### src/rtl/core/sphd_pkg.sv
package sphd_pkg;

  // Fixed widths of the register and request fields.
  localparam int DECAY_STEP_W = 8;
  localparam int BIN_COUNT_W  = 11;
  localparam int BIN_INDEX_W  = 10;
  localparam int PADDR_W      = 3;
  localparam int PDATA_W      = 32;

  localparam logic [DECAY_STEP_W-1:0] DECAY_STEP_RESET = 8'd16;
  localparam logic [BIN_COUNT_W-1:0]  BIN_COUNT_RESET  = 11'd1024;

  typedef enum logic [1:0] {
    REQ_SAMPLE = 2'd0,
    REQ_TICK   = 2'd1,
    REQ_CLEAR  = 2'd2,
    REQ_READ   = 2'd3
  } req_t;

  typedef enum logic {
    REG_DECAY_STEP = 1'b0,
    REG_BIN_COUNT  = 1'b1
  } reg_idx_t;

  typedef struct packed {
    logic [DECAY_STEP_W-1:0] decay_step;
    logic [BIN_COUNT_W-1:0]  bin_count;
  } cfg_t;

  typedef struct packed {
    logic peak_valid;
    logic decay_changed;
    logic index_error;
  } res_flags_t;

  // Occupancy of the result queue and whether its head leaves this cycle.
  typedef struct packed {
    logic [1:0] count;
    logic       pop;
  } q_stat_t;

endpackage

### src/rtl/core/sphd_outq.sv
module sphd_outq #(
  parameter int LEVEL_BITS = 12
) (
  input  logic                         clk,
  input  logic                         rst,
  input  logic                         push,
  input  logic signed [LEVEL_BITS-1:0] push_peak,
  input  sphd_pkg::res_flags_t         push_flags,
  input  logic                         out_stall,
  output logic                         out_valid,
  output logic signed [LEVEL_BITS-1:0] peak_value,
  output sphd_pkg::res_flags_t         out_flags,
  output sphd_pkg::q_stat_t            q_stat
);
  import sphd_pkg::*;

  logic signed [LEVEL_BITS-1:0] q_peak [2];
  res_flags_t                   q_flags [2];
  logic                         head;
  logic                         tail;
  logic [1:0]                   count;
  logic                         pop;

  assign out_valid    = (count != 2'd0);
  assign pop          = out_valid && !out_stall;
  assign tail         = head ^ count[0];
  assign peak_value   = q_peak[head];
  assign out_flags    = q_flags[head];
  assign q_stat.count = count;
  assign q_stat.pop   = pop;

  always_ff @(posedge clk) begin
    if (rst) begin
      head  <= 1'b0;
      count <= 2'd0;
    end else begin
      head  <= head ^ pop;
      count <= count + {1'b0, push} - {1'b0, pop};
    end
  end

  always_ff @(posedge clk) begin
    if (push) begin
      q_peak[tail]  <= push_peak;
      q_flags[tail] <= push_flags;
    end
  end

endmodule

### config.mk
export PLATFORM = sky130hd
export DESIGN_NAME = sphd_outq
export DESIGN_NICKNAME = d
export VERILOG_FILES = /design/src/rtl/core/sphd_pkg.sv /design/src/rtl/core/sphd_outq.sv
export SDC_FILE = /design/constraint.sdc
export NUM_CORES = 1
export LEC_CHECK = 0
export BUFFER_PORTS_ARGS = -buffer_cell sky130_fd_sc_hd__buf_2
export CORE_ASPECT_RATIO = 0.9
export CORE_UTILIZATION = 53
export CTS_BUF_LIST = sky130_fd_sc_hd__clkbuf_8
export DETAILED_ROUTE_END_ITERATION = 8
export GPL_ROUTABILITY_DRIVEN = 1
export HOLD_SLACK_MARGIN = 0.05
export PLACE_DENSITY = 0.81
export SLEW_MARGIN = 10
export SYNTH_ARGS = -nofsm -noshare
export SYNTH_HDL_FRONTEND = slang
export SYNTH_SLANG_ARGS = --single-unit
### constraint.sdc
create_clock -name clk -period 2.31 [get_ports clk]
set_clock_uncertainty 0.15 [all_clocks]
set_input_delay 0.231 -clock clk [delete_from_list [all_inputs] [get_ports clk]]
set_output_delay 0.231 -clock clk [all_outputs]
set_load 0.1 [all_outputs]
== Word level (Yosys, flattened, before mapping) ==
Memories as Yosys holds them, arrays and structs flattened. A register that Yosys moved wholly into a read port is not among the register bits.
Index checks and enable logic that the tools add are counted.
Cells by class
  $add $sub $neg: 2
  mux-type cells: 4
  bitwise operators: 2
  reduce and logical (&&, ||, !) cells: 3
Operators with widths (count)
  $mux W1: 4
  $add A2 B1 Y2: 1
  $reduce_bool A2 Y1: 1
  $sub A2 B1 Y2: 1
  $xor A1 B1 Y1: 2
  $logic_and A1 B1 Y1: 1
  $logic_not A1 Y1: 1
Storage, ports and cells
  register bits after elaboration: 3
  RAM bits: 30
  bits of input ports: 19
  output and inout port bits: 19
  word-level logic and storage cells: 15
  memories kept: 2
Memory list
  q_peak: words 2, width 12, read ports 1, clocked after Yosys merged registers in 1, write ports 1, line sphd_outq.sv:17  | logic signed [LEVEL_BITS-1:0] q_peak [2];
  q_flags: words 2, width 3, read ports 1, clocked after Yosys merged registers in 1, write ports 1, line sphd_outq.sv:18  | res_flags_t q_flags [2];

== Logic depth before layout (Yosys ltp) ==
  word-level depth: 4
  depth in mapped cells: 6
  depth with buffers taken out: 6

== Worst setup path before layout ==
Ideal clock, no wire load.
  path type: flip-flop to flip-flop
  from: register count[0]
  to: memory q_flags[1][0] in the netlist's numbering, enable pin
  setup time: 0.388 ns
  arrival time: 1.915 ns
  required time: 1.772 ns
  setup slack: -0.143 ns
  cell stages (with the launch flop): 3
  path buffers: 0
  clock period less this slack: 2.453 ns
  path through: dfxtp_1 -> xnor2_1 -> nor2b_1
On the way
  longest elaborated chain between the ends: 1
RTL lines
  start, declared: line sphd_outq.sv:21  | logic [1:0] count;
  start signal, assigned: line sphd_outq.sv:38  | count <= count + {1'b0, push} - {1'b0, pop};
  $xor A1 B1 Y1: line sphd_outq.sv:26  | assign tail = head ^ count[0];
  end, declared: line sphd_outq.sv:18
Every way passes these cells.

==> impl_metrics.tcl <==
set metrics [dict create \
    status "complete, no violations" \
    area_growth_pct 52.0 \
    synthesis.nets 87 \
    synth.area.top_cells "edfxtp_1 (67%), mux2_4 (11%), mux2_2 (5.1%)" \
    start_util_pct 58.5 \
    rows 16 \
    clock.fmax_mhz 558 \
    cts_tree "done" \
    cp-end-kind "output pin" \
    syn-instance-count 66 \
    io_pins 38 \
    die-area_um2 2720 \
    finalCriticalPeriod_ps 1790 \
    final_cell_mix "edfxtp_1 (30), buf_2 (22), dlygate4sd3_1 (16)" \
    first_global_vias 945 \
    viasPerCell 5.38 \
    antenna_found_initial 0 \
    ys_ff_latch 33 \
    post_synth_instance_area_um2 1340 \
    dpl_cell_area_um2 1780 \
    die_h_um 49.6 \
    fin_crit_sh_pct 77.5 \
    yosys.area.top_type_share_pct 67.5 \
    ys_seq_area_share_pct 72.0 \
    h-tree-depth 2 \
    maxCapViolCount 0 \
    crit_path_max_fanout 8 \
    drc 0 \
    post-place-ws_ps 704 \
    crit_type "flop to output pin" \
    rsz0062_at_grt "no" \
    finalSetupTns_ps 0 \
    synth_area_per_cell_um2 20.2 \
    multi_input_comb_area_um2 328 \
    worstMarginPinSlew_ps 508 \
    ys_warn_count 0 \
    critPathLaunchType "flop" \
    nets 149 \
    final_area_um2 2030 \
    die-width_um 54.9 \
    max_slew_margin_pct 66.4 \
    clock_sinks 33 \
    cp.arrival_ps 1410 \
    synth_top_area_cell "edfxtp_1" \
    drt.antenna.violating_nets 0 \
    drtPass1Iterations 4 \
    grt_max_degree 11 \
    grt_remaining_overflow 0 \
    routed_wl_mm 3.03 \
    hold_viol_final 0 \
    antennaDiodeCount 0 \
    drive_gt1_share_pct 53.5 \
    ys_types 18 \
    drt_iter0_drc 18 \
    clk_pin_slew_worst_paths_ps 60 \
    io_buffers 37 \
    fillers 93 \
    avgRoutedWirePerCell_um 19.4 \
    seqCellArea_um2 962 \
    layout_commonest_cell "edfxtp_1" \
    cts_root_buf "clkbuf_8" \
    setup_viol 0 \
    hp-class "input pin to flop" \
    final_util_pct 88.9 \
    drv_slew 0 \
    fp.coreArea_um2 2280 \
    cts_buffer_depth 2 \
    clock_latency_ps 280 \
    required_ps 1930 \
    track_usage_pct 26.5 \
    vias 839 \
    grt_pass1_wl_mm 4.60 \
    fin_ws_ps 519 \
    numCtsBuffers 5 \
    gp_congestion 0.612 \
]
## critical path, stage by stage (launching register included)
cell	delay (ps)
dfxtp_1	370
buf_4	200
mux2_2	380
buf_12	170
## per-stage QoR
step | hold WS, ps | cells
after floorplan | 145 | 66
after detailed placement | 273 | 132
after global routing | 273 | 156
after global placement | 270 | 132
after CTS | 264 | 156
final | 275 | 156
## routing by layer
layer | global-route usage [%] | share of wire (%) | vias to the layer above
met4 | 12.9 | 2.9 | 0
met1 | 28.4 | 37 | 413
met3 | 8.64 | 6.2 | 8
met5 | 0 | 0 | -
met2 | 45.2 | 54 | 47
li1 | - | - | 371
## registers in the layout (all words and copies together) (netlist names)
register and flops:
count 2, head 1, q_flags 6, q_peak 24
## worst paths after layout
| kind | slack [ps] | cells past startpoint | startpoint | end |
|---|---|---|---|---|
| worst max-delay path | 520 | 3 | head | peak_value[11] |
| worst min-delay path | 270 | 3 | out_stall | head |
| worst max register to register | 640 | 6 | count[1] | count[1] |
| worst min register to register | 590 | 2 | count[1] | count[1] |
## area by class of cell
| cell class | instances | area share [%] |
|---|---|---|
| multi-input combinational | 28 | 16.2 |
| timing repair buffer | 58 | 30.0 |
| tap | 27 | 1.66 |
| inverter | 2 | 0.370 |
| clock inverter | 2 | 0.370 |
| sequential | 33 | 47.4 |
| clock buffer | 6 | 4.07 |
## kinds of logic after synthesis
kind of cell	after synthesis	share of synthesized area (%)
multiplexers	16	16.3
AND/OR/NAND/NOR	7	3.28
flip-flops	33	72.0
buffers and inverters	5	3.47
XOR/XNOR	2	2.34
adder cells (fa/ha/maj)	2	1.87
AO/OA/AOI/OAI	1	0.750
## synth_stat cells, drive strengths merged
library cell,instances
ha,2
inv,2
dfxtp,3
xnor3,1
xnor2,1
nor2b,2
edfxtp,30
and2b,1
o21ba,1
buf,3
and2,1
or2,1
mux2,16
nor2,2
## timing repair
action                    4_1_cts  5_1_grt
hold buffers                   16        0
buffers inserted                0        0
hold endpoints to repair       32        0
gates resized for setup         0        0
Power is left out: the tool's default activity adds up to more than one toggle a clock period on the data nets, which glitch-free logic cannot reach.
