**src/rtl/core/sphd_pkg.sv**
```systemverilog
package sphd_pkg;

  // Fixed widths of the register and request fields.
  localparam int DECAY_STEP_W = 8;
  localparam int BIN_COUNT_W  = 11;
  localparam int BIN_INDEX_W  = 10;
  localparam int PADDR_W      = 3;
  localparam int PDATA_W      = 32;

  localparam logic [DECAY_STEP_W-1:0] DECAY_STEP_RESET = 8'd16;
  localparam logic [BIN_COUNT_W-1:0]  BIN_COUNT_RESET  = 11'd1024;

  typedef enum logic [1:0] {
    REQ_SAMPLE = 2'd0,
    REQ_TICK   = 2'd1,
    REQ_CLEAR  = 2'd2,
    REQ_READ   = 2'd3
  } req_t;

  typedef enum logic {
    REG_DECAY_STEP = 1'b0,
    REG_BIN_COUNT  = 1'b1
  } reg_idx_t;

  typedef struct packed {
    logic [DECAY_STEP_W-1:0] decay_step;
    logic [BIN_COUNT_W-1:0]  bin_count;
  } cfg_t;

  typedef struct packed {
    logic peak_valid;
    logic decay_changed;
    logic index_error;
  } res_flags_t;

  // Occupancy of the result queue and whether its head leaves this cycle.
  typedef struct packed {
    logic [1:0] count;
    logic       pop;
  } q_stat_t;

endpackage

```
**src/rtl/core/sphd_regs.sv**
```systemverilog
module sphd_regs (
  input  logic                           clk,
  input  logic                           rst,
  input  logic                           psel,
  input  logic                           penable,
  input  logic                           pwrite,
  input  logic [sphd_pkg::PADDR_W-1:0]   paddr,
  input  logic [sphd_pkg::PDATA_W-1:0]   pwdata,
  output logic [sphd_pkg::PDATA_W-1:0]   prdata,
  output logic                           pready,
  output sphd_pkg::cfg_t                 cfg
);
  import sphd_pkg::*;

  reg_idx_t reg_sel;
  logic     wr;
  logic     aligned;

  assign pready  = 1'b1;
  assign reg_sel = reg_idx_t'(paddr[2]);
  assign aligned = (paddr[1:0] == 2'b00);
  assign wr      = psel && penable && pwrite && pready;

  always_ff @(posedge clk) begin
    if (rst) begin
      cfg.decay_step <= DECAY_STEP_RESET;
      cfg.bin_count  <= BIN_COUNT_RESET;
    end else if (wr) begin
      case (reg_sel)
        REG_DECAY_STEP: cfg.decay_step <= pwdata[DECAY_STEP_W-1:0];
        REG_BIN_COUNT:  cfg.bin_count  <= pwdata[BIN_COUNT_W-1:0];
        default: ;
      endcase
    end
  end

  always_comb begin
    prdata = '0;
    if (aligned) begin
      case (reg_sel)
        REG_DECAY_STEP: prdata = PDATA_W'(cfg.decay_step);
        REG_BIN_COUNT:  prdata = PDATA_W'(cfg.bin_count);
        default:        prdata = '0;
      endcase
    end
  end

endmodule

```
**config.mk**
```make
export PLATFORM = sky130hd
export DESIGN_NAME = sphd_regs
export DESIGN_NICKNAME = d
export VERILOG_FILES = /design/src/rtl/core/sphd_pkg.sv /design/src/rtl/core/sphd_regs.sv
export SDC_FILE = /design/constraint.sdc
export NUM_CORES = 1
export LEC_CHECK = 0
export BUFFER_PORTS_ARGS = -buffer_cell sky130_fd_sc_hd__buf_4
export CORE_ASPECT_RATIO = 1.4
export CORE_MARGIN = 1.5
export CORE_UTILIZATION = 33
export DETAILED_ROUTE_END_ITERATION = 8
export HOLD_SLACK_MARGIN = 0.06
export PLACE_DENSITY = 0.8
export SLEW_MARGIN = 15
export SYNTH_ARGS = -nofsm -noshare
export SYNTH_HDL_FRONTEND = slang
export SYNTH_SLANG_ARGS = --single-unit
```
**constraint.sdc**
```tcl
create_clock -name clk -period 1.1 [get_ports clk]
set_input_delay 0.22 -clock clk [delete_from_list [all_inputs] [get_ports clk]]
set_output_delay 0.22 -clock clk [all_outputs]
set_load 0.01 [all_outputs]
```
# After elaboration in Yosys (flattened, before gate mapping)
# Index checks and enable logic that the tools add are counted.
op_classes:
  addsub: 0
  mul: 0
  div: 0
  order_cmp: 0
  n_eq_ne: 0
  shift: 0
  n_mux: 2
  bitwise_logic: 1
  n_reduce_logical: 5
ops:
  columns: ["cell", "count"]
  rows:
  - ["case mux 32 bit (2 select lines)", 1]
  - ["2-to-1 mux 32 bit", 1]
  - ["AND reduction 2 bit", 2]
  - ["logical AND 1 bit", 2]
  - ["zero test 2 bit", 1]
  - ["inverter 1 bit", 1]
word_totals:
  register_bits: 19
  latch_bits: 0
  ram_bits: 0
  romBits: 0
  in_bits: 40
  out_inout_bits: 52
  word_cells: 10
  n_memories: 0

# Logic depth before layout (Yosys ltp)
depth:
  depth_word: 3
  mapped_depth: 3

# Worst setup path after synthesis
# Ideal clock, no wire load.
synth_path:
  kind: "input -> output"
  startpoint: "input paddr[1] (netlist bit)"
  endpoint: "output prdata[0] (netlist bit)"
  arrival_ps: 853
  required_time_ps: 880
  path_slack_ps: 27
  cell_stages: 3
  n_path_buf: 1
  cell_sequence: "or2_2 -> clkbuf_1 -> nor2_1"
synth_via:
  elab_chain_cells: 2
synth_lines:
  columns: ["item", "line", "text"]
  rows:
  - ["start, declared", "sphd_regs.sv:7", "input logic [sphd_pkg::PADDR_W-1:0] paddr,"]
  - ["zero test 2 bit", "sphd_regs.sv:21", "assign aligned = (paddr[1:0] == 2'b00);"]
  - ["2-to-1 mux 32 bit", "sphd_regs.sv:39", "if (aligned) begin"]
  - ["end, declared", "sphd_regs.sv:9", "output logic [sphd_pkg::PDATA_W-1:0] prdata,"]
# No other way between the ends.

# Worst setup path after layout
layout_path:
  startpoint: "register cfg[5] (netlist bit)"
  endpoint: "output prdata[5] (netlist bit)"
layout_via:
  elab_chain_cells: 2
layout_lines:
  columns: ["item", "line", "text"]
  rows:
  - ["start, declared", "sphd_regs.sv:11", "output sphd_pkg::cfg_t cfg"]
  - ["case mux 32 bit (2 select lines)", "sphd_regs.sv:40", "case (reg_sel)"]
  - ["2-to-1 mux 32 bit", "sphd_regs.sv:39", null]
# No other way between the ends. The select of a mux whose other input is x is not followed.

==> flow_metrics.env <==
export IMPL_synthToLayoutAreaGrowth_pct=43.4
export IMPL_fin_skew_ps=0
export IMPL_outcome="complete, but fails checks"
export IMPL_clock_root_buffer="clkbuf_8"
export IMPL_period_share=1.04
export IMPL_drtPass1Iterations=4
export IMPL_clock_path_buffers=2
export IMPL_intPower_mw=1.09
export IMPL_drc=0
export IMPL_largest_reg_flops=19
export IMPL_dp_cells=202
export IMPL_avgRoutedWirePerCell_um=10.9
export IMPL_crit_path_max_incr_delay_ps=320
export IMPL_cap_violations=0
export IMPL_dpl_hpwl_um=1660
export IMPL_tritoncts="yes"
export IMPL_finalWirelength_um=2440
export IMPL_syn_avg_cell_area_sq_um=9.14
export IMPL_grt_overflow_total=0
export IMPL_startpoint_type="flop"
export IMPL_fp_dieArea_sq_um=3770
export IMPL_cp_max_fo=2
export IMPL_routabilityCongestion=0.645
export IMPL_p_per_area_nw_per_um2=898
export IMPL_max_flop_register="cfg"
export IMPL_fin_ws_ps=-41.5
export IMPL_p_seq_frac=0.492
export IMPL_rows=24
export IMPL_pin_count=92
export IMPL_synth_xor_area_frac=0
export IMPL_power_leakage_nw=0.833
export IMPL_port_buffers=48
export IMPL_slowest_stage="dfxtp_2"
export IMPL_swShare=0.250
export IMPL_synth_cells=123
export IMPL_synth_simple_area_share=0.234
export IMPL_final_cell_mix="buf_4, mux2i_1, nand2b_1, conb_1, dfxtp_2"
export IMPL_holdBufCountCts=0
export IMPL_antenna_found_initial=0
export IMPL_max_freq_ghz=0.876
export IMPL_peakVddDrop_v=0.000671
export IMPL_synthMuxAreaShare=0.240
export IMPL_drt_iter0_drc=12
export IMPL_worstPathRequired_ps=880
export IMPL_netlist_area_sq_um=1120
export IMPL_utilization=0.507
export IMPL_cts_max_level=1
export IMPL_synthAdderAreaFrac=0
export IMPL_cts_buffers=3
export IMPL_crit_chain="mux2i_1 -> nor2_1 -> buf_4"
export IMPL_grt_setup_unrepaired="yes"
export IMPL_violations="negative setup slack"
export IMPL_total_power_mw=1.45
export IMPL_p_switching_mw=0.362
export IMPL_fillCellCount=322
export IMPL_final_cell_count_no_fill=223
export IMPL_setup_tns_ps=-142
export IMPL_synthDistinctLibCells=13
export IMPL_grt_pass1_vias=816
export IMPL_fin_crit_ps=1140
export IMPL_initial_utilization=0.353
export IMPL_n_antenna_cell=0
export IMPL_final_nets=225
export IMPL_hold_path_class="input port to flop"
export IMPL_die_y_um=72.1
export IMPL_synth_top_family_by_area="multiplexers"
export IMPL_p_clk_frac=0.333
export IMPL_arrival_ps=920
export IMPL_setup_viol=8
export IMPL_clk_latency_ps=250
export IMPL_grt_max_degree=32
export IMPL_synth_warnings=0
export IMPL_via_per_inst=4.19
export IMPL_ys_seq_elements=19
export IMPL_hold_viol=0
export IMPL_grt_pass1_wl_um=3640
export IMPL_via_count=934
export IMPL_synth_compound_area_frac=0
export IMPL_drv_slew=0
export IMPL_cts_sinks=19
export IMPL_ys_seq_area_frac=0.338
export IMPL_drive_gt1_frac=0.495
export IMPL_ant_nets=0
export IMPL_dieWidth_um=52.3
export IMPL_path_clk_slew_ps=70
export IMPL_reg_top3="cfg x19"
export IMPL_design_core_area_sq_um=3180
export IMPL_hold_worst_slack_ps=225
export IMPL_grtUsageTotal=0.130
export IMPL_layout_commonest_cell="buf_4"
export IMPL_ff2ff_setup_slack_ps=390
export IMPL_critPathKind="flop to primary output"
export IMPL_combPwrFrac=0.175
export IMPL_cp_end_kind="primary output"
## area by class of cell
| class | count | area, sq um | share of cell area |
|---|---|---|---|
| clock inverters | 1 | 5.00 | 0.00310 |
| multi-input cells | 95 | 618 | 0.383 |
| repair buffers | 66 | 495 | 0.307 |
| clock buffers | 3 | 41.3 | 0.0256 |
| flip-flops and latches | 19 | 404 | 0.251 |
| well taps | 39 | 48.8 | 0.0303 |
## worst paths after layout
| kind | startpoint | depth (start not counted) | endpoint |
|---|---|---|---|
| setup / recovery | cfg[5] | 3 | prdata[5] |
| hold / removal | pwdata[8] | 3 | cfg[8] |
| setup reg to reg | cfg[15] | 3 | cfg[15] |
| hold reg to reg | cfg[8] | 2 | cfg[8] |
## power by group through the flow
stage               Clock (mW)  Sequential (mW)  Combinational, mW
global placement             0            0.730              0.228
CTS                      0.504            0.713              0.252
detailed placement           0            0.730              0.230
floorplan                    0            0.736              0.185
global route             0.539            0.714              0.278
finish                   0.482            0.713              0.253
## kinds of logic (layout without fill, tap and decap cells)
group                  Yosys count  count (layout)
and+or+nand+nor                 46              46
other                            2              22
muxes                           27              27
buffers and inverters           29              70
DFF                             19              19
## critical path: cells and delay by family (launching register included)
family / cells / cell delay [ps]
AND/OR/NAND/NOR: 1 / 60
flip-flops: 1 / 320
buffers and inverters: 1 / 140
multiplexers: 1 / 150
## timing repair
| item | 4_1_cts | 5_1_grt |
|---|---|---|
| setup buffers | 15 | 2 |
| pin swaps | 2 | 3 |
| setup endpoints to repair | 10 | 11 |
| endpoints found under the hold margin | 0 | 0 |
| gates resized for setup | 19 | 1 |
## stage by stage
| step | instance area [sq um] | setup slack, ps |
|---|---|---|
| floorplan | 1200 | 26.9 |
| global placement | 1410 | -142 |
| detailed placement | 1410 | -140 |
| CTS | 1600 | -32.4 |
| global route | 1610 | -88.1 |
| finish | 1610 | -41.5 |
## synthesized netlist by cell type, drive strengths merged
cell type,n,area [sq um]
and3,3,18.8
and4,1,11.3
buf,25,189
clkbuf,4,15.0
conb,2,7.51
dfxtp,19,380
mux2i,27,270
nand2b,27,169
nand4b,1,8.76
nor2,13,48.8
or2,1,6.26
## layer usage
| layer | global-route usage | share of wire | vias to the layer above |
|---|---|---|---|
| li1 | - | - | 475 |
| met1 | 0.141 | 0.36 | 414 |
| met2 | 0.236 | 0.56 | 43 |
| met3 | 0.0288 | 0.069 | 2 |
| met4 | 0.0513 | 0.0057 | 0 |
| met5 | 0 | 0 | - |
(Power assumes the default switching activity.)
