File: src/rtl/core/sphd_pkg.sv
package sphd_pkg;

  // Fixed widths of the register and request fields.
  localparam int DECAY_STEP_W = 8;
  localparam int BIN_COUNT_W  = 11;
  localparam int BIN_INDEX_W  = 10;
  localparam int PADDR_W      = 3;
  localparam int PDATA_W      = 32;

  localparam logic [DECAY_STEP_W-1:0] DECAY_STEP_RESET = 8'd16;
  localparam logic [BIN_COUNT_W-1:0]  BIN_COUNT_RESET  = 11'd1024;

  typedef enum logic [1:0] {
    REQ_SAMPLE = 2'd0,
    REQ_TICK   = 2'd1,
    REQ_CLEAR  = 2'd2,
    REQ_READ   = 2'd3
  } req_t;

  typedef enum logic {
    REG_DECAY_STEP = 1'b0,
    REG_BIN_COUNT  = 1'b1
  } reg_idx_t;

  typedef struct packed {
    logic [DECAY_STEP_W-1:0] decay_step;
    logic [BIN_COUNT_W-1:0]  bin_count;
  } cfg_t;

  typedef struct packed {
    logic peak_valid;
    logic decay_changed;
    logic index_error;
  } res_flags_t;

  // Occupancy of the result queue and whether its head leaves this cycle.
  typedef struct packed {
    logic [1:0] count;
    logic       pop;
  } q_stat_t;

endpackage

File: src/rtl/core/sphd_engine.sv
module sphd_engine #(
  parameter int MAX_BINS   = 1024,
  parameter int LEVEL_BITS = 12
) (
  input  logic                                  clk,
  input  logic                                  rst,
  input  sphd_pkg::cfg_t                        cfg,
  input  logic                                  in_valid,
  output logic                                  in_stall,
  input  logic [1:0]                            req_type,
  input  logic [sphd_pkg::BIN_INDEX_W-1:0]      bin_index,
  input  logic signed [LEVEL_BITS-1:0]          bin_value,
  output logic                                  mem_we,
  output logic [$clog2(MAX_BINS)-1:0]           mem_waddr,
  output logic [2*LEVEL_BITS:0]                 mem_wdata,
  output logic                                  mem_re,
  output logic [$clog2(MAX_BINS)-1:0]           mem_raddr,
  input  logic [2*LEVEL_BITS:0]                 mem_rdata,
  input  sphd_pkg::q_stat_t                     q_stat,
  output logic                                  push,
  output logic signed [LEVEL_BITS-1:0]          push_peak,
  output sphd_pkg::res_flags_t                  push_flags
);
  import sphd_pkg::*;

  localparam int ADDR_W = $clog2(MAX_BINS);
  localparam int CNT_W  = $clog2(MAX_BINS + 1);
  localparam int DATA_W = 2 * LEVEL_BITS + 1;
  localparam int EXT_W  = LEVEL_BITS + 2;
  localparam logic [ADDR_W-1:0] LAST_ADDR = ADDR_W'(MAX_BINS - 1);
  localparam logic signed [LEVEL_BITS-1:0] FLOOR = {1'b1, {(LEVEL_BITS-1){1'b0}}};
  localparam logic signed [EXT_W-1:0] FLOOR_EXT = {3'b111, {(LEVEL_BITS-1){1'b0}}};

  typedef enum logic [1:0] {ST_INIT, ST_IDLE, ST_SCAN, ST_CLEAR} state_t;
  typedef enum logic [1:0] {OP_SAMPLE, OP_READ, OP_ERR, OP_SCAN} op_t;

  state_t state;
  op_t    s1_op;
  logic   s1_valid;
  logic [ADDR_W-1:0]            s1_addr;
  logic signed [LEVEL_BITS-1:0] s1_value;
  logic                         lw_valid;
  logic [ADDR_W-1:0]            lw_addr;
  logic [DATA_W-1:0]            lw_data;
  logic [CNT_W-1:0]             scan_idx;
  logic [ADDR_W-1:0]            sweep_addr;
  logic                         changed;

  req_t        req;
  logic [31:0] used32;
  logic [CNT_W-1:0] used;
  logic        in_range;
  logic        is_addr_req;
  logic        accept;
  logic        room;
  logic [2:0]  occ;
  logic        scan_issue;
  logic        sweep_active;
  logic        tick_done;
  logic        clear_done;
  logic        s1_push;
  logic        decay_hit;

  logic [DATA_W-1:0]            word;
  logic                         w_valid;
  logic signed [LEVEL_BITS-1:0] w_peak;
  logic signed [LEVEL_BITS-1:0] w_cur;
  logic signed [LEVEL_BITS-1:0] new_peak;
  logic signed [EXT_W-1:0]      diff;
  logic signed [LEVEL_BITS-1:0] decayed;

  assign req    = req_t'(req_type);
  assign used32 = (32'(cfg.bin_count) > 32'(MAX_BINS)) ? 32'(MAX_BINS) : 32'(cfg.bin_count);
  assign used   = used32[CNT_W-1:0];
  assign in_range    = (32'(bin_index) < used32);
  assign is_addr_req = (req == REQ_SAMPLE) || (req == REQ_READ);

  // Space is counted from the queued results and the one in flight, less the one leaving.
  assign s1_push  = s1_valid && (s1_op != OP_SCAN);
  assign occ      = {1'b0, q_stat.count} + {2'b00, s1_push};
  assign room     = (occ - {2'b00, q_stat.pop}) < 3'd2;
  assign in_stall = !((state == ST_IDLE) && room);
  assign accept   = in_valid && !in_stall;

  assign scan_issue   = (state == ST_SCAN) && (scan_idx != used);
  assign tick_done    = (state == ST_SCAN) && (scan_idx == used) && !s1_valid;
  assign sweep_active = ((state == ST_INIT) || (state == ST_CLEAR)) && !s1_valid;
  assign clear_done   = (state == ST_CLEAR) && sweep_active && (sweep_addr == LAST_ADDR);

  assign mem_re    = (accept && is_addr_req && in_range) || scan_issue;
  assign mem_raddr = scan_issue ? scan_idx[ADDR_W-1:0] : ADDR_W'(bin_index);

  // The word written at the previous edge is newer than what the read returned.
  assign word    = (lw_valid && (lw_addr == s1_addr)) ? lw_data : mem_rdata;
  assign w_valid = word[DATA_W-1];
  assign w_peak  = word[DATA_W-2 -: LEVEL_BITS];
  assign w_cur   = word[LEVEL_BITS-1:0];

  assign new_peak = (!w_valid || (s1_value > w_peak)) ? s1_value : w_peak;
  assign diff     = $signed({{2{w_peak[LEVEL_BITS-1]}}, w_peak})
                  - $signed({{(LEVEL_BITS-6){1'b0}}, cfg.decay_step});
  assign decayed  = (diff < FLOOR_EXT) ? FLOOR : diff[LEVEL_BITS-1:0];
  assign decay_hit = s1_valid && (s1_op == OP_SCAN) && w_valid && (w_peak > w_cur)
                   && (cfg.decay_step != '0) && (decayed != w_peak);

  always_comb begin
    mem_we    = 1'b0;
    mem_waddr = s1_addr;
    mem_wdata = {1'b1, new_peak, s1_value};
    if (s1_valid && (s1_op == OP_SAMPLE)) begin
      mem_we = 1'b1;
    end else if (decay_hit) begin
      mem_we    = 1'b1;
      mem_wdata = {1'b1, decayed, w_cur};
    end else if (sweep_active) begin
      mem_we    = 1'b1;
      mem_waddr = sweep_addr;
      mem_wdata = '0;
    end
  end

  always_comb begin
    push       = s1_push || tick_done || clear_done;
    push_peak  = '0;
    push_flags = '0;
    if (s1_push) begin
      if (s1_op == OP_SAMPLE) begin
        push_peak             = new_peak;
        push_flags.peak_valid = 1'b1;
      end else if (s1_op == OP_READ) begin
        push_peak             = w_valid ? w_peak : '0;
        push_flags.peak_valid = w_valid;
      end else begin
        push_flags.index_error = 1'b1;
      end
    end else if (tick_done) begin
      push_flags.decay_changed = changed;
    end
  end

  always_ff @(posedge clk) begin
    if (rst) begin
      state      <= ST_INIT;
      s1_valid   <= 1'b0;
      s1_op      <= OP_SAMPLE;
      lw_valid   <= 1'b0;
      scan_idx   <= '0;
      sweep_addr <= '0;
      changed    <= 1'b0;
    end else begin
      lw_valid <= mem_we;
      s1_valid <= 1'b0;
      case (state)
        ST_IDLE: begin
          if (accept) begin
            case (req)
              REQ_SAMPLE, REQ_READ: begin
                s1_valid <= 1'b1;
                if (!in_range) begin
                  s1_op <= OP_ERR;
                end else if (req == REQ_SAMPLE) begin
                  s1_op <= OP_SAMPLE;
                end else begin
                  s1_op <= OP_READ;
                end
              end
              REQ_TICK: begin
                state    <= ST_SCAN;
                scan_idx <= '0;
                changed  <= 1'b0;
              end
              REQ_CLEAR: begin
                state      <= ST_CLEAR;
                sweep_addr <= '0;
              end
              default: ;
            endcase
          end
        end
        ST_SCAN: begin
          if (scan_issue) begin
            s1_valid <= 1'b1;
            s1_op    <= OP_SCAN;
            scan_idx <= scan_idx + 1'b1;
          end else if (!s1_valid) begin
            state <= ST_IDLE;
          end
          if (decay_hit) begin
            changed <= 1'b1;
          end
        end
        ST_INIT, ST_CLEAR: begin
          if (sweep_active) begin
            sweep_addr <= sweep_addr + 1'b1;
            if (sweep_addr == LAST_ADDR) begin
              state <= ST_IDLE;
            end
          end
        end
        default: state <= ST_IDLE;
      endcase
    end
  end

  always_ff @(posedge clk) begin
    s1_addr  <= mem_raddr;
    s1_value <= bin_value;
    lw_addr  <= mem_waddr;
    lw_data  <= mem_wdata;
  end

endmodule

File: config.mk
export PLATFORM = sky130hd
export DESIGN_NAME = sphd_engine
export DESIGN_NICKNAME = d
export VERILOG_FILES = /design/src/rtl/core/sphd_pkg.sv /design/src/rtl/core/sphd_engine.sv
export SDC_FILE = /design/constraint.sdc
export NUM_CORES = 1
export LEC_CHECK = 0
export BUFFER_PORTS_ARGS = -buffer_cell sky130_fd_sc_hd__buf_2
export CORE_UTILIZATION = 59
export CTS_CLUSTER_SIZE = 40
export DETAILED_ROUTE_END_ITERATION = 12
export PLACE_DENSITY = 0.86
export SYNTH_ARGS = -nofsm -noshare
export SYNTH_HDL_FRONTEND = slang
export SYNTH_SLANG_ARGS = --single-unit
File: constraint.sdc
create_clock -name clk -period 13.7 [get_ports clk]
set_input_delay 0.685 -clock clk [delete_from_list [all_inputs] [get_ports clk]]
set_output_delay 0.685 -clock clk [all_outputs]
set_load 0.05 [all_outputs]
### Word level (Yosys, flattened, before mapping)

Cells that the tools add are included.

| storage, ports and cells | value |
|---|---|
| word-level logic and storage cells | 142 |
| output and inout port bits | 64 |
| input port bits | 74 |
| register bits after elaboration | 85 |

| cells by class | value |
|---|---|
| muxes and demuxes | 55 |
| reductions and logical operators | 40 |
| equal/unequal tests | 25 |
| add/sub/neg operators | 5 |
| order comparisons | 6 |

Operator list:

| kind | number |
|---|---|
| 25-bit two-way mux | 4 |
| 12-bit two-way mux | 6 |
| 10-bit two-way mux | 7 |
| 11-bit two-way mux | 4 |
| 12-bit greater-than comparator | 2 |
| 11-bit one-hot mux with 2 select lines | 1 |
| 10-bit one-hot mux with 2 select lines | 1 |
| 1-bit logical AND | 18 |
| 1-bit two-way mux | 18 |
| 2-bit two-way mux | 9 |
| 2-bit inequality test (second input constant) | 8 |
| 4-bit AND reduction | 4 |
| 13-bit by 12-bit < comparator with 1-bit output (second input constant) | 1 |
| 12-bit by 9-bit subtractor with 13-bit output | 1 |
| 12-bit inequality test | 1 |
| 11-bit by 1-bit adder with 11-bit output (second input constant) | 1 |
| 11-bit equality test | 1 |
| 11-bit greater-than comparator (second input constant) | 1 |
| 10-bit by 11-bit < comparator with 1-bit output | 1 |
| 11-bit inequality test | 1 |
| 10-bit by 1-bit adder with 10-bit output (second input constant) | 1 |
| 10-bit equality test | 1 |
| 10-bit equality test (second input constant) | 1 |
| 2-bit equality test (second input constant) | 5 |
| 16 further kinds | 33 |

### Longest topological paths before layout

| logic depth | value |
|---|---|
| depth after elaboration | 10 |
| mapped depth | 20 |

### Worst setup path after synthesis

Ideal clock, no wire load.

| timing path | value |
|---|---|
| path type | flip-flop to output port |
| start point | reg s1_addr[9] |
| end point | out mem_wdata[10] |
| arrival | 5.032 ns |
| data required time | 13.015 ns |
| stages on the path, launching flop included | 21 |
| slack | 7.983 ns |
| buffers on the path | 3 |
| cell sequence | dfxtp_1 -> xnor2_1 -> nand4_2 -> nor3_4 -> buf_6 -> mux2i_1 -> ha_1 -> inv_1 -> fa_1 -> a21o_1 -> a21oi_1 -> o21bai_1 -> a21oi_1 -> xnor3_1 -> and3_1 -> o211a_1 -> o2111ai_2 -> o21a_1 -> buf_6 -> buf_6 -> mux2i_1 |

| on the way | value |
|---|---|
| cells in the longest elaborated chain, start to end | 10 |

RTL lines:

| what | RTL line | source |
|---|---|---|
| start, declared | sphd_engine.sv:40 | `logic [ADDR_W-1:0] s1_addr;` |
| start signal, assigned | sphd_engine.sv:206 | `s1_addr <= mem_raddr;` |
| 10-bit equality test (*) | sphd_engine.sv:94 | `assign word = (lw_valid && (lw_addr == s1_addr)) ? lw_data : mem_rdata;` |
| 1-bit logical AND (*) | sphd_engine.sv:94 |  |
| 25-bit two-way mux (*) | sphd_engine.sv:94 |  |
| 12-bit by 9-bit subtractor with 13-bit output | sphd_engine.sv:101 | `- $signed({{(LEVEL_BITS-6){1'b0}}, cfg.decay_step});` |
| 13-bit by 12-bit < comparator with 1-bit output | sphd_engine.sv:102 | `assign decayed = (diff < FLOOR_EXT) ? FLOOR : diff[LEVEL_BITS-1:0];` |
| 12-bit two-way mux | sphd_engine.sv:102 |  |
| 12-bit inequality test | sphd_engine.sv:104 | `&& (cfg.decay_step != '0) && (decayed != w_peak);` |
| 1-bit logical AND | sphd_engine.sv:104 |  |
| 25-bit two-way mux (*) | sphd_engine.sv:112 | `end else if (decay_hit) begin` |
| 25-bit two-way mux (*) | sphd_engine.sv:110 | `if (s1_valid && (s1_op == OP_SAMPLE)) begin` |
| end, declared | sphd_engine.sv:15 | `output logic [2*LEVEL_BITS:0] mem_wdata,` |

Mark *: on every way between the ends. The rest lies on a longest branch, timed or not.

### Worst setup path in the final report

| timing path | value |
|---|---|
| start point | reg s1_addr[1] |
| end point | out mem_wdata[21] |

| on the way | value |
|---|---|
| cells in the longest elaborated chain, start to end | 10 |

RTL lines:

| what | RTL line |
|---|---|
| 10-bit equality test (*) | sphd_engine.sv:94 |
| 1-bit logical AND (*) | sphd_engine.sv:94 |
| 25-bit two-way mux (*) | sphd_engine.sv:94 |
| 12-bit by 9-bit subtractor with 13-bit output | sphd_engine.sv:101 |
| 13-bit by 12-bit < comparator with 1-bit output | sphd_engine.sv:102 |
| 12-bit two-way mux | sphd_engine.sv:102 |
| 12-bit inequality test | sphd_engine.sv:104 |
| 1-bit logical AND | sphd_engine.sv:104 |
| 25-bit two-way mux | sphd_engine.sv:112 |
| 25-bit two-way mux (*) | sphd_engine.sv:110 |

Marked as above.

==> impl_metrics.py <==
metrics = {
    "floorplan": {
        "die_h_um": 103.1,
        "die_area_sq_mm": 0.01063,
        "rows": 36,
        "io_pins": 138,
        "dieWidth_um": 103.1,
        "start_util": 0.6139,
        "core-area_sq_mm": 0.009819,
    },
    "clock_network": {
        "worstSkewPairLatency_ns": 0.38,
        "holdBufCountCts": 0,
        "cts_max_path_buffers": 2,
        "tritoncts": "built",
        "path_clk_slew_ns": 0.09,
        "cts_root_buffer": "clkbuf_8",
        "cts_buffers": 9,
        "postCtsSetupBuffers": 0,
        "htree_levels": 3,
        "cts.sinks": 85,
        "ctsResizeCount": 0,
    },
    "worst_setup_path": {
        "critPathKind": "flop to primary output",
        "endpoint_kind": "primary output",
        "r2r-end": "lw_data[21]$_DFF_P_",
        "critPathRequiredTime_ns": 13.02,
        "r2r_start": "s1_addr[1]$_DFF_P_",
        "crit_arrival_ns": 6.31,
        "startpoint_type": "flop",
        "critPathMaxFanout": 33,
        "r2r_setup_slack_ns": 7.98,
        "reg2reg_depth": 19,
    },
    "synth": {
        "synth_nets": 812,
        "ys_ff_latch": 85,
        "synth_cells": 689,
        "avgSynthCellArea_sq_um": 8.749,
        "synth-main-ff-cell": "dfxtp_1",
        "ys.warnings.count": 0,
        "synth_edf_count": 0,
        "synth.distinct_cells": 73,
        "synthesis.area_sq_mm": 0.006028,
        "synthArstFlopShare": 0,
        "synth_seq_area_share": 0.2823,
    },
    "placed_design": {
        "dpl.hpwl_um": 13490,
        "io_buffers": 137,
        "gp_congestion": 0.9771,
    },
    "sta": {
        "fin_tns_setup_ns": 0,
        "hold_viol": 0,
        "drv_slew": 0,
        "worstMarginPinSlew_ns": 0.8383,
        "fin_skew_ns": 0.01579,
        "min_period_ns": 6.999,
        "fmax_mhz": 142.9,
        "min_period_over_period": 0.5109,
        "setup_viol": 0,
        "slew_headroom": 0.4395,
        "rsz0062_at_grt": "no",
    },
    "route": {
        "routed_wirelength_um": 17460,
        "drt-pass1-iter-count": 5,
        "via_count": 5913,
        "viasPerCell": 6.218,
        "drc_errors": 0,
        "wl_per_cell_um": 18.35,
        "ant_nets": 0,
        "drt_iter0_drc": 503,
    },
    "power_and_ir_drop": {
        "p_leak_nw": 3.147,
        "p_per_area_mw_per_mm2": 85.61,
        "ir_drop_uv": 77.69,
    },
    "worst_hold_path": {
        "min_from": "bin_value[6]",
        "hp-class": "input port to flop",
        "whs_endpoint": "s1_value[6]$_DFF_P_",
        "whs_path_depth": 1,
    },
    "final_layout": {
        "layout-drive-gt1-share": 0.2469,
        "utilization": 0.7148,
        "final_cell_mix": "buf_2, dfxtp_1, nor2_1",
        "antenna_cells": 0,
        "final_common_cell": "buf_2",
        "layout.nets": 937,
        "syn_to_final_growth_pct": 16.44,
    },
    "grt": {
        "grt_use_total": 0.3318,
        "grt_max_degree": 39,
        "antenna_found_initial": 0,
        "grt_pass1_vias": 5590,
        "grt_pass1_wl_um": 26790,
        "grt_overflow_total": 0,
    },
    "outcome": {
        "status": "finished, final reports clean",
    },
    "flow_run": {
        "maxCapViolCount": 0,
    },
}
[area by class of cell]
type                    count  area (sq um)
repair buffers            143         730.7
inverters                  39         146.4
flip-flops and latches     85          1702
fillers                   794          2800
multi-input cells         536          4038
clock inverters             6         112.6
clock buffers               9         123.9
well taps                 133         166.4
[cell families (layout without fill, tap and decap cells)]
| family | count (synthesis) | count (layout) | synth area share |
|---|---|---|---|
| and+or+nand+nor | 227 | 227 | 0.1980 |
| adders and majority gates | 49 | 49 | 0.1042 |
| xor gates and xnor gates | 44 | 44 | 0.06621 |
| AOI/OAI and AO/OA | 142 | 142 | 0.1714 |
| buffers and inverters | 68 | 197 | 0.04794 |
| DFF | 85 | 85 | 0.2823 |
| muxes | 74 | 74 | 0.1299 |
[cells in the mapped netlist (3+ instances only)]
cell type	count	area, sq um
nor3_1	9	45.04
o21ai_0	14	70.07
clkbuf_1	20	75.07
o21bai_1	3	22.52
a221oi_1	4	35.03
o31ai_1	8	60.06
mux2i_1	46	460.4
nor4bb_1	4	40.04
nand4_2	3	37.54
nor4_1	4	25.02
nand4_1	14	87.58
a211oi_1	12	90.09
and4_1	8	70.07
a21o_1	15	112.6
o211ai_1	15	112.6
buf_2	3	15.01
buf_6	4	45.04
and3_1	7	43.79
xor2_1	18	157.7
o21a_1	8	60.06
nand3_1	17	85.08
o32ai_1	4	35.03
dfxtp_1	85	1702
a31oi_1	8	50.05
nand2b_1	19	118.9
nor2b_1	13	81.33
nor2_1	58	217.7
inv_1	38	142.6
mux2_2	26	292.8
nand2_1	54	202.7
xnor2_1	25	219.0
ha_1	47	588.1
o21ai_1	3	15.01
or3_1	4	25.02
a21oi_1	22	110.1
[sequential cells by signal (all words and copies together), names as in the netlist]
name        cells
s1_value       12
changed         1
scan_idx       11
s1_op           2
state           2
sweep_addr     10
s1_addr        10
lw_addr        10
lw_valid        1
lw_data        25
s1_valid        1
[power breakdown]
group          internal [W]  total (W)  switching (W)  leakage [nW]
registers          0.000252   0.000257     0.00000541         0.694
logic             0.0000502   0.000127      0.0000764          2.33
clock network      0.000120   0.000217      0.0000964         0.119
total              0.000423   0.000601       0.000178          3.15
[per-stage QoR]
step / hold WS, ns / std cells / instance area [sq um] / setup slack, ns / power [W]
final: 0.4030 / 951 / 7019 / 6.701 / 0.0006009
after global routing: 0.3891 / 951 / 7019 / 6.406 / 0.0006234
after CTS: 0.4005 / 951 / 7019 / 6.863 / 0.0005969
after detailed placement: 0.4743 / 936 / 6783 / 7.311 / 0.0003852
after global placement: 0.4721 / 936 / 6783 / 7.511 / 0.0003794
after floorplan: 0.4530 / 689 / 6028 / 7.983 / 0.0003472
[metal layers]
metal / vias up / track usage / part of all wire / wire length [um]
li1: 2736 / - / - / -
met1: 2778 / 0.4170 / 0.41 / 7136
met2: 343 / 0.5477 / 0.48 / 8298
met3: 56 / 0.06712 / 0.087 / 1520
met4: 0 / 0.1528 / 0.029 / 499
met5: - / 0 / 0 / 0
[worst max-delay path by stage]
stage | startpoint | to | slack, ns | cells after the start
finish | s1_addr[1]$_DFF_P_ | mem_wdata[21] | 6.70 | 20
global route | s1_addr[0]$_DFF_P_ | mem_wdata[22] | 6.41 | 18
CTS | s1_addr[9]$_DFF_P_ | mem_wdata[21] | 6.86 | 20
detailed placement | s1_addr[9]$_DFF_P_ | mem_wdata[21] | 7.31 | 20
global placement | s1_addr[9]$_DFF_P_ | mem_wdata[21] | 7.51 | 20
floorplan | s1_addr[9]$_DFF_P_ | mem_wdata[10] | 7.98 | 20
[critical path: stages (launching register included)]
cell and delay, ns:
dfxtp_1 0.34, xnor2_1 0.24, nand4_2 0.25, nor3_4 0.22, buf_4 0.46, mux2i_1 0.64, ha_1 0.28, inv_1 0.05
fa_1 0.40, a21o_1 0.19, a21oi_1 0.25, o21ai_0 0.16, a21oi_1 0.20, nand4_2 0.18, a2bb2oi_2 0.26, o211a_1 0.25
o2111ai_2 0.28, o21a_1 0.15, buf_4 0.39, mux2i_1 0.38, buf_2 0.33
Power figures use the tool's default switching activity.
